==> config.mk <==
export PLATFORM = sky130hd
export DESIGN_NAME = weighted_score_rank_sorter
export DESIGN_NICKNAME = d
export VERILOG_FILES = /design/src/rtl/core/wsrs_pkg.sv /design/src/rtl/core/wsrs_cell.sv /design/src/rtl/core/weighted_score_rank_sorter.sv
export SDC_FILE = /design/constraint.sdc
export NUM_CORES = 2
export LEC_CHECK = 0
export BUFFER_PORTS_ARGS = -buffer_cell sky130_fd_sc_hd__buf_2
export CORE_ASPECT_RATIO = 2
export CORE_MARGIN = 2
export CORE_UTILIZATION = 55
export CTS_BUF_LIST = sky130_fd_sc_hd__clkbuf_16
export CTS_CLUSTER_SIZE = 10
export DETAILED_ROUTE_END_ITERATION = 8
export GPL_TIMING_DRIVEN = 0
export PLACE_DENSITY = 0.71
export SKIP_LAST_GASP = 1
export SLEW_MARGIN = 40
export SYNTH_ARGS = -nofsm -noshare
export SYNTH_HDL_FRONTEND = slang
export SYNTH_HIERARCHICAL = 1
export SYNTH_SLANG_ARGS = --single-unit
==> constraint.sdc <==
create_clock -name clk -period 15.1 [get_ports clk]
set_input_delay 3.02 -clock clk [delete_from_list [all_inputs] [get_ports clk]]
set_output_delay 3.02 -clock clk [all_outputs]
set_load 0.02 [all_outputs]
==> src/rtl/core/wsrs_pkg.sv <==
`timescale 1ns / 1ps
`default_nettype none
// ----------------------------------------------------------------------------
// wsrs_pkg: shared types and constants of the weighted score rank sorter
// Holds the entry record, the per-cell control bundle, the controller states
// and the fixed field widths.
// ----------------------------------------------------------------------------
package wsrs_pkg;

	localparam int unsigned ID_W    = 24;
	localparam int unsigned SCORE_W = 7;
	localparam int unsigned RANK_W  = 6;
	localparam int unsigned SUM_W   = 10;
	localparam int unsigned PROD_W  = 18;

	// floor(x / 5) == (x * 205) >> 10 for every sum below 1024
	localparam int unsigned TOTAL_RECIP = 205;
	localparam int unsigned TOTAL_SHIFT = 10;

	localparam int unsigned IN_DATA_W  = 48;
	localparam int unsigned OUT_DATA_W = 64;

	typedef struct packed {
		logic [ID_W-1:0]    id;
		logic [SCORE_W-1:0] dis;
		logic [SCORE_W-1:0] rep;
		logic [SCORE_W-1:0] tst;
		logic [SCORE_W-1:0] total;
	} entry_t;

	typedef struct packed {
		logic ins;    // place the new entry into the chain
		logic shift;  // rotate the chain one place toward cell 0
	} cell_ctrl_t;

	typedef enum logic [1:0] {
		ST_IDLE,
		ST_INS,
		ST_READ
	} state_t;

endpackage
`default_nettype wire

==> src/rtl/core/wsrs_cell.sv <==
`timescale 1ns / 1ps
`default_nettype none
// ----------------------------------------------------------------------------
// wsrs_cell: one place of the sorted insertion chain
// Compares its stored total with the new entry, keeps, takes the new entry or
// takes its left neighbor on insert, and takes its right neighbor on rotate.
// ----------------------------------------------------------------------------
module wsrs_cell (
	input  wire                  clk,
	input  wsrs_pkg::cell_ctrl_t ctrl,
	input  wire                  occupied,
	input  wsrs_pkg::entry_t     new_entry,
	input  wsrs_pkg::entry_t     left_entry,
	input  wire                  left_ge,
	input  wsrs_pkg::entry_t     right_entry,
	output wsrs_pkg::entry_t     entry,
	output logic                 ge
);
	import wsrs_pkg::*;

	entry_t entry_q;

	// stored entry stays ahead of the newcomer when its total is equal or higher
	assign ge    = occupied && (entry_q.total >= new_entry.total);
	assign entry = entry_q;

	// entry register
	always_ff @(posedge clk) begin
		if (ctrl.ins && !ge) begin
			entry_q <= left_ge ? new_entry : left_entry;
		end else if (ctrl.shift) begin
			entry_q <= right_entry;
		end
	end

endmodule
`default_nettype wire

==> src/rtl/core/weighted_score_rank_sorter.sv <==
`timescale 1ns / 1ps
`default_nettype none
// Insert: accepted when idle; the total is registered, then the chain updates in ST_INS; no result.
// Readout: after the transfer, ST_READ loads the first result into the output register, then one result
// per cycle while m_tready is high; the cell chain rotates one place per result.
// The next item is accepted in the cycle after the last result is loaded.
// Reset clears the entry count, drop flag, controller and output valid; cell contents are
// not reset and are read only below the entry count.
// ----------------------------------------------------------------------------
// weighted_score_rank_sorter: stable descending insertion sorter with ranks
// Keeps up to CAPACITY records in a chain of cells ordered by weighted total
// and streams them out with competition rank on a readout request.
// ----------------------------------------------------------------------------
module weighted_score_rank_sorter #(
	parameter int unsigned CAPACITY = 32
) (
	input  wire                               clk,
	input  wire                               arst_n,
	input  wire                               s_tvalid,
	output logic                              s_tready,
	// record_id[23:0], discussion_score[30:24], report_score[37:31], test_score[44:38]
	input  wire [wsrs_pkg::IN_DATA_W-1:0]     s_tdata,
	// kind[0]
	input  wire                               s_tuser,
	output logic                              m_tvalid,
	input  wire                               m_tready,
	// valid_res[0], rank[6:1], entry_id[30:7], entry_discussion[37:31],
	// entry_report[44:38], entry_test[51:45], entry_total[58:52], overflowed[59]
	output logic [wsrs_pkg::OUT_DATA_W-1:0]   m_tdata,
	output logic                              m_tlast
);
	import wsrs_pkg::*;

	localparam int unsigned CW = $clog2(CAPACITY + 1);
	localparam logic [CW-1:0] CAP_CNT = CW'(CAPACITY);

	state_t          state_q, state_d;
	cell_ctrl_t      ctrl;
	logic [CW-1:0]   count_q;
	logic            drop_q;
	logic [CW-1:0]   k_q;
	logic [RANK_W-1:0]  rank_q;
	logic [SCORE_W-1:0] prev_total_q;
	entry_t          new_s1;

	logic            s_fire;
	logic            load_out;
	logic            last_item;
	logic [SUM_W-1:0]  sum;
	logic [PROD_W-1:0] prod;
	logic [RANK_W-1:0] cur_rank;

	entry_t cell_entry [CAPACITY];
	logic   cell_ge    [CAPACITY];

	logic               out_valid_q;
	logic               out_vres_q;
	logic [RANK_W-1:0]  out_rank_q;
	entry_t             out_entry_q;
	logic               out_ovf_q;
	logic               out_last_q;

	assign s_fire = s_tvalid && s_tready;

	// weighted total: (2d + 2r + 6t) / 10 == (d + r + 3t) / 5
	assign sum  = {3'b000, s_tdata[30:24]} + {3'b000, s_tdata[37:31]}
	            + {3'b000, s_tdata[44:38]} + {2'b00, s_tdata[44:38], 1'b0};
	assign prod = PROD_W'(sum) * PROD_W'(TOTAL_RECIP);

	// new entry register
	always_ff @(posedge clk) begin
		if (s_fire) begin
			new_s1.id    <= s_tdata[23:0];
			new_s1.dis   <= s_tdata[30:24];
			new_s1.rep   <= s_tdata[37:31];
			new_s1.tst   <= s_tdata[44:38];
			new_s1.total <= prod[TOTAL_SHIFT +: SCORE_W];
		end
	end

	// readout step control
	assign load_out  = (state_q == ST_READ) && (!out_valid_q || m_tready);
	assign last_item = (count_q == '0) || (k_q == count_q - CW'(1));

	// next state
	always_comb begin
		state_d = state_q;
		unique case (state_q)
			ST_IDLE: begin
				if (s_fire) begin
					state_d = s_tuser ? ST_READ : ST_INS;
				end
			end
			ST_INS: begin
				state_d = ST_IDLE;
			end
			ST_READ: begin
				if (load_out && last_item) begin
					state_d = ST_IDLE;
				end
			end
			default: begin
				state_d = ST_IDLE;
			end
		endcase
	end

	// controller outputs
	always_comb begin
		s_tready   = 1'b0;
		ctrl.ins   = 1'b0;
		ctrl.shift = 1'b0;
		unique case (state_q)
			ST_IDLE: begin
				s_tready = 1'b1;
			end
			ST_INS: begin
				ctrl.ins = 1'b1;
			end
			ST_READ: begin
				ctrl.shift = load_out && (count_q != '0);
			end
			default: begin
				s_tready = 1'b0;
			end
		endcase
	end

	// controller state, fill count and drop flag
	always_ff @(posedge clk or negedge arst_n) begin
		if (!arst_n) begin
			state_q <= ST_IDLE;
			count_q <= '0;
			drop_q  <= 1'b0;
		end else begin
			state_q <= state_d;
			if (ctrl.ins) begin
				if (count_q == CAP_CNT) begin
					drop_q <= 1'b1;
				end else begin
					count_q <= count_q + CW'(1);
				end
			end
		end
	end

	// chain of cells, rotate wraps at the last occupied place
	for (genvar i = 0; i < CAPACITY; i++) begin : g_cell
		entry_t left_e;
		logic   left_g;
		entry_t right_e;

		if (i == 0) begin : g_head
			assign left_e = new_s1;
			assign left_g = 1'b1;
		end else begin : g_body
			assign left_e = cell_entry[i-1];
			assign left_g = cell_ge[i-1];
		end

		if (i == CAPACITY - 1) begin : g_tail
			assign right_e = cell_entry[0];
		end else begin : g_mid
			assign right_e = (count_q == CW'(i + 1)) ? cell_entry[0] : cell_entry[i+1];
		end

		wsrs_cell u_cell (
			.clk         (clk),
			.ctrl        (ctrl),
			.occupied    (count_q > CW'(i)),
			.new_entry   (new_s1),
			.left_entry  (left_e),
			.left_ge     (left_g),
			.right_entry (right_e),
			.entry       (cell_entry[i]),
			.ge          (cell_ge[i])
		);
	end

	// competition rank of the entry at the head of the chain
	always_comb begin
		if (k_q == '0) begin
			cur_rank = RANK_W'(1);
		end else if (cell_entry[0].total != prev_total_q) begin
			cur_rank = RANK_W'(k_q + CW'(1));
		end else begin
			cur_rank = rank_q;
		end
	end

	// readout position and rank tracking
	always_ff @(posedge clk or negedge arst_n) begin
		if (!arst_n) begin
			k_q <= '0;
		end else if (s_fire) begin
			k_q <= '0;
		end else if (load_out) begin
			k_q <= k_q + CW'(1);
		end
	end

	always_ff @(posedge clk) begin
		if (load_out) begin
			rank_q       <= cur_rank;
			prev_total_q <= cell_entry[0].total;
		end
	end

	// output register valid
	always_ff @(posedge clk or negedge arst_n) begin
		if (!arst_n) begin
			out_valid_q <= 1'b0;
		end else if (load_out) begin
			out_valid_q <= 1'b1;
		end else if (m_tready) begin
			out_valid_q <= 1'b0;
		end
	end

	// output register payload
	always_ff @(posedge clk) begin
		if (load_out) begin
			out_ovf_q  <= drop_q;
			out_last_q <= last_item;
			if (count_q == '0) begin
				out_vres_q  <= 1'b0;
				out_rank_q  <= '0;
				out_entry_q <= '0;
			end else begin
				out_vres_q  <= 1'b1;
				out_rank_q  <= cur_rank;
				out_entry_q <= cell_entry[0];
			end
		end
	end

	assign m_tvalid = out_valid_q;
	assign m_tlast  = out_last_q;
	assign m_tdata  = {4'b0000, out_ovf_q, out_entry_q.total, out_entry_q.tst,
	                   out_entry_q.rep, out_entry_q.dis, out_entry_q.id,
	                   out_rank_q, out_vres_q};

	// fill count never passes the chain length
	a_count_bound: assert property (@(posedge clk) disable iff (!arst_n)
		count_q <= CAP_CNT)
		else $error("entry count above capacity");

	// head of the chain is in descending order when idle
	a_head_sorted: assert property (@(posedge clk) disable iff (!arst_n)
		(state_q == ST_IDLE && count_q >= CW'(2)) |->
		(cell_entry[0].total >= cell_entry[1].total))
		else $error("chain head out of order");

	// drop flag is sticky
	a_drop_sticky: assert property (@(posedge clk) disable iff (!arst_n)
		drop_q |=> drop_q)
		else $error("drop flag cleared");

	// readout position stays inside the occupied part
	a_k_bound: assert property (@(posedge clk) disable iff (!arst_n)
		(state_q == ST_READ && count_q != '0) |-> (k_q < count_q))
		else $error("readout position beyond entry count");

	// an insert grows the table unless it was already full
	a_ins_count: assert property (@(posedge clk) disable iff (!arst_n)
		(state_q == ST_INS && count_q != CAP_CNT) |=> (count_q == $past(count_q) + CW'(1)))
		else $error("insert did not grow the table");

endmodule
`default_nettype wire

======== Word-level counts from Yosys, hierarchy flattened ========
Cells that the tools add are included.
word-level totals
  word-level logic and storage cells ...... 577
  input port bits ......................... 53
  output and inout bits ................... 67
  bits in registers ....................... 1806
operators by class
  $add $sub $neg .......................... 6
  bitwise operators ....................... 1
  order comparisons ....................... 64
  multiply operators ...................... 1
  equality and inequality tests ........... 39
  muxes and demuxes ....................... 140
  reduce and logical (&&, ||, !) cells .... 145
operators with widths
  kind                                                  count
  two-way mux 52 bit                                    126
  >= comparator 7 bit                                   32
  equality test 6 x 5 -> 1 bit (second input constant)  16
  > comparator 6 x 5 -> 1 bit (second input constant)   16
  logical AND 1 bit                                     68
  nonzero test 2 bit                                    34
  equality test 6 x 4 -> 1 bit (second input constant)  8
  > comparator 6 x 4 -> 1 bit (second input constant)   8
  logical NOT 1 bit                                     33
  equality test 6 x 3 -> 1 bit (second input constant)  4
  > comparator 6 x 3 -> 1 bit (second input constant)   4
  two-way mux 6 bit                                     4
  multiplier 10 x 8 -> 17 bit (second input constant)   1
  adder 6 x 1 -> 6 bit (second input constant)          2
  equality test 6 x 2 -> 1 bit (second input constant)  2
  > comparator 6 x 1 -> 1 bit (second input constant)   2
  > comparator 6 x 2 -> 1 bit (second input constant)   2
  logical NOT 6 bit                                     2
  adder 9 x 8 -> 10 bit                                 1
  adder 8 x 7 -> 9 bit                                  1
  adder 7 x 7 -> 8 bit                                  1
  AND reduction 2 bit                                   4
  != test 7 bit                                         1
  equality test 6 x 1 -> 1 bit (second input constant)  1
  14 further kinds                                      23

======== Logic depth before layout (Yosys ltp) ========
  depth after elaboration ................. 7
  depth in mapped cells ................... 25
  mapped depth without buffers ............ 25

======== By module ========
The synthesis kept the hierarchy.
by module, submodules not included
  module                      times used  cells each  sequential area each (um2)  area an instance (um2)
  wsrs_cell                   32          196         1561.5                      3280.6
  weighted_score_rank_sorter  1           2587        4184.0                      27759.1

======== Least setup slack after synthesis ========
OpenSTA, ideal clock, no wires.
  path kind ............................... input port to flip-flop
  start ................................... in s_tdata[26] (netlist bit)
  end ..................................... reg new_s1, in the netlist g_cell[0].left_e[4] (data pin)
  data required time ...................... 14839 ps
  setup time .............................. 261 ps
  setup slack ............................. 6003 ps
  buffers on the path ..................... 0
  stages on the path ...................... 25
  arrival ................................. 8836 ps
  path through ............................ inv_1 fa_1 inv_1 fa_1 ha_1 fa_1 a21o_1 a21oi_1 o21bai_1 a21oi_1 xnor2_1 ha_1 inv_1 fa_1 inv_1 fa_1 inv_1 fa_1 inv_1 ha_1 o21a_1 nor2_1 o32ai_1 nor4_1 a311o_1
on the way
  cells in the longest elaborated chain, start to end .. 4
RTL lines
  element                      RTL line                          text
  from (decl)                  weighted_score_rank_sorter.sv:22  input wire [wsrs_pkg::IN_DATA_W-1:0] s_tdata,
  adder 7 x 7 -> 8 bit         weighted_score_rank_sorter.sv:66  assign sum = {3'b000, s_tdata[30:24]} + {3'b000, s_tdata[37:31]}
  adder 8 x 7 -> 9 bit         weighted_score_rank_sorter.sv:67  + {3'b000, s_tdata[44:38]} + {2'b00, s_tdata[44:38], 1'b0};
  adder 9 x 8 -> 10 bit        weighted_score_rank_sorter.sv:67
  multiplier 10 x 8 -> 17 bit  weighted_score_rank_sorter.sv:68  assign prod = PROD_W'(sum) * PROD_W'(TOTAL_RECIP);
  via prod[14]                 weighted_score_rank_sorter.sv:50  logic [PROD_W-1:0] prod;
  to (decl)                    weighted_score_rank_sorter.sv:44  entry_t new_s1;
The timed path passes the listed nets, and every way through them passes these cells.
A chain may end at the register's enable or synchronous reset.

======== Worst setup path after layout ========
Same ends and word-level chain as after synthesis.

==> metrics.md <==
| Metric | Value |
|---|---|
| Fin crit share | `61.5%` |
| Pwr/cell area | `246 mW/mm^2` |
| Final hold viol count | `0` |
| Cell area after synthesis | `0.133 sq mm` |
| Hold path startpoint | `m_tvalid$_DFFE_PN0P_` |
| Boundary Pins | `120` |
| PortBufs | `112` |
| Number of CTS-inserted buffers | `207` |
| Final setup vio count | `0` |
| Count of final max-slew check failures | `0` |
| Reg-to-reg setup timing slack | `9760 ps` |
| Mean Syn Cell Area | `15.0 sq um` |
| DRC viols | `0` |
| Max_slew headroom | `33.0%` |
| First-pass GRT wire length | `674000 microns` |
| Worst EP arrival | `9920 ps` |
| Clk Latency, worst-skew pair | `930 ps` |
| Root Driver | `clkbuf_16` |
| Finished Cell Area | `0.147 sq mm` |
| Pin count of the biggest net entering global routing | `33` |
| Leak Pwr | `55.0 nW` |
| Outcome | `complete, no violations` |
| Worst Setup Start Kind | `input port` |
| Die Height | `699 microns` |
| Maximum VDD drop | `0.000501 V` |
| Placed inst area | `0.141 sq mm` |
| Post-cts sizing count | `0` |
| Setup TNS | `0 ps` |
| FILL cells | `18500` |
| Layout net count | `9765` |
| Dpl hpwl | `361000 microns` |
| WS Path Type | `in -> reg` |
| Cell count after synthesis | `8855` |
| Vias | `83700` |
| Number of iterations in the first detailed-routing pass | `6` |
| Die area | `0.245 sq mm` |
| Worst Tran Pin Value | `1000 ps` |
| Post-route setup slack | `5810 ps` |
| Starting Density | `55.2%` |
| CTS tree | `yes` |
| Cts hold-fix bufs | `0` |
| Minimum clock period | `9290 ps` |
| Reg-to-reg endpoint | `g_cell[5].u_cell/entry[12]$_DFFE_PP_` |
| Die W | `351 microns` |
| RSZ-0062 raised after global routing | `no` |
| Via density | `6.59` |
| Hold/Removal Path Class | `reg -> reg` |
| Dpl cells | `12400` |
| Initial DRC count | `8066` |
| WHS Path Cells | `2` |
| Gpl congestion | `0.965` |
| Worst Path Required | `15730 ps` |
| Register area | `0.0542 sq mm` |
| R2R cell count | `15` |
| Max Freq | `0.108 GHz` |
| CTS sink cnt | `1806` |
| Post-CTS Setup Bufs | `0` |
| CP endpoint kind | `flop` |
| Detail Route Antenna Nets | `0` |
| Vias in the first global route | `88200` |
| Clock Skew | `90.2 ps` |
| Hold path endpoint | `m_tvalid$_DFFE_PN0P_` |
| GRT Total Usage | `38.9%` |
| Dpl ws | `5000 ps` |
| Multi-input logic area | `0.0717 sq mm` |
| Initial antenna violation count | `35` |
| Max_cap viols | `0` |
| Longest Clk Path Bufs | `4` |
| Fin cells | `12700` |
| Fraction of layout cells with a size suffix above 1 | `63.7%` |
| Worst reg2reg startpoint | `count_q[1]$_DFFE_PN0P_` |
| # H-tree levels | `4` |
| Critical Path Fanout Max | `4` |
| Clock slew at reported path FFs | `60 ps` |
| Post-Route WL | `487000 microns` |
| Core area | `0.241 sq mm` |
| Rows | `255` |
| Area Growth Syn to Fin | `10.6%` |
| Yosys warning count | `6` |
| WL per Instance | `38.3 microns` |
| GRT overflow | `0` |
report_power, final:
group | internal (mW) | switching, mW | total, mW
Combinational | 10.1 | 10.2 | 20.4
Clock | 2.45 | 2.11 | 4.56
Sequential | 9.31 | 1.90 | 11.2
Total | 21.9 | 14.3 | 36.1
placed cells by master (no fill, tap or decap), types with 9 or more instances in the layout:
| cell type | n |
|---|---|
| fa_1 | 31 |
| o21ai_0 | 9 |
| nand2_2 | 18 |
| buf_2 | 243 |
| xnor2_1 | 28 |
| clkbuf_16 | 211 |
| buf_8 | 27 |
| nand4_1 | 36 |
| buf_6 | 144 |
| ha_1 | 281 |
| buf_16 | 38 |
| a21bo_2 | 32 |
| a21oi_1 | 50 |
| inv_1 | 346 |
| buf_12 | 207 |
| edfxtp_1 | 1790 |
| o311a_1 | 32 |
| nor2_4 | 11 |
| clkbuf_1 | 280 |
| nand2_1 | 60 |
| nand3_1 | 71 |
| xor2_1 | 14 |
| and2_1 | 57 |
| clkbuf_2 | 82 |
| nor3_1 | 37 |
| buf_4 | 33 |
| a2111oi_4 | 32 |
| nand2b_4 | 32 |
| diode_2 | 39 |
| or2_4 | 32 |
| mux2_1 | 88 |
| nor2_1 | 66 |
| mux2_4 | 1618 |
| dfrtp_1 | 16 |
| o21a_1 | 68 |
| mux2_2 | 3234 |
layer usage:
metal | vias up | part of all wire, % | wire length, microns | track usage [%]
met3 | 1494 | 6.9 | 33800 | 6.27
met5 | - | 0.0066 | 32 | 0
li1 | 34800 | - | - | -
met4 | 6 | 12 | 56900 | 37.5
met2 | 4366 | 47 | 229000 | 63.4
met1 | 43000 | 34 | 166000 | 42.6
worst max-delay path: stages:
cell,delay (ps)
buf_2,170
inv_1,80
fa_1,540
inv_1,60
fa_1,450
ha_1,240
fa_1,410
a21o_1,180
a21oi_1,230
o21bai_1,90
a21oi_1,260
xnor2_1,290
ha_1,430
inv_1,70
fa_1,530
inv_1,50
fa_1,500
inv_1,60
fa_1,530
inv_1,40
ha_1,350
o21a_1,160
nor2_1,70
o32ai_1,630
nor4_1,120
a311o_1,360
layout make-up:
type / count / area share [%]
antenna: 39 / 0.0665
multi-input combinational: 6014 / 48.8
clock buffer: 211 / 3.60
tap: 3212 / 2.74
buffer: 726 / 4.09
sequential: 1806 / 36.9
clock inverter: 43 / 0.117
timing repair buffer: 333 / 2.84
inverter: 312 / 0.801
through the flow:
stage / util [%] / hold WS (ps) / power [mW]
3_3_place_gp: 57.1 / 497 / 29.9
6_report: 61.0 / 520 / 36.1
5_1_grt: 61.0 / 542 / 37.3
2_1_floorplan: - / 427 / 24.2
3_5_place_dp: 58.7 / 514 / 31.1
4_1_cts: 61.0 / 522 / 35.7
worst max-delay path by stage:
stage                      from                                    to  cells after the start
finish              s_tdata[26]         g_cell[0].left_e[4]$_DFFE_PP_                     26
global route        s_tdata[26]         g_cell[0].left_e[4]$_DFFE_PP_                     26
CTS                 s_tdata[26]         g_cell[0].left_e[4]$_DFFE_PP_                     26
detailed placement  s_tdata[26]         g_cell[0].left_e[4]$_DFFE_PP_                     26
global placement       m_tready  g_cell[9].u_cell/entry[19]$_DFFE_PP_                      6
floorplan           s_tdata[26]         g_cell[0].left_e[4]$_DFFE_PP_                     25
flip-flops by register name, summed over array words and instances (netlist names):
| name | count |
|---|---|
| m_tlast | 1 |
| count_q | 6 |
| out_vres_q | 1 |
| k_q | 6 |
| g_cell.u_cell/entry | 1664 |
| state_q | 2 |
| out_rank_q | 6 |
| m_tdata | 52 |
| rank_q | 6 |
| g_cell.left_e | 52 |
| out_ovf_q | 1 |
| m_tvalid | 1 |
| prev_total_q | 7 |
| drop_q | 1 |
Note: power is estimated with default switching activity, not from simulation.
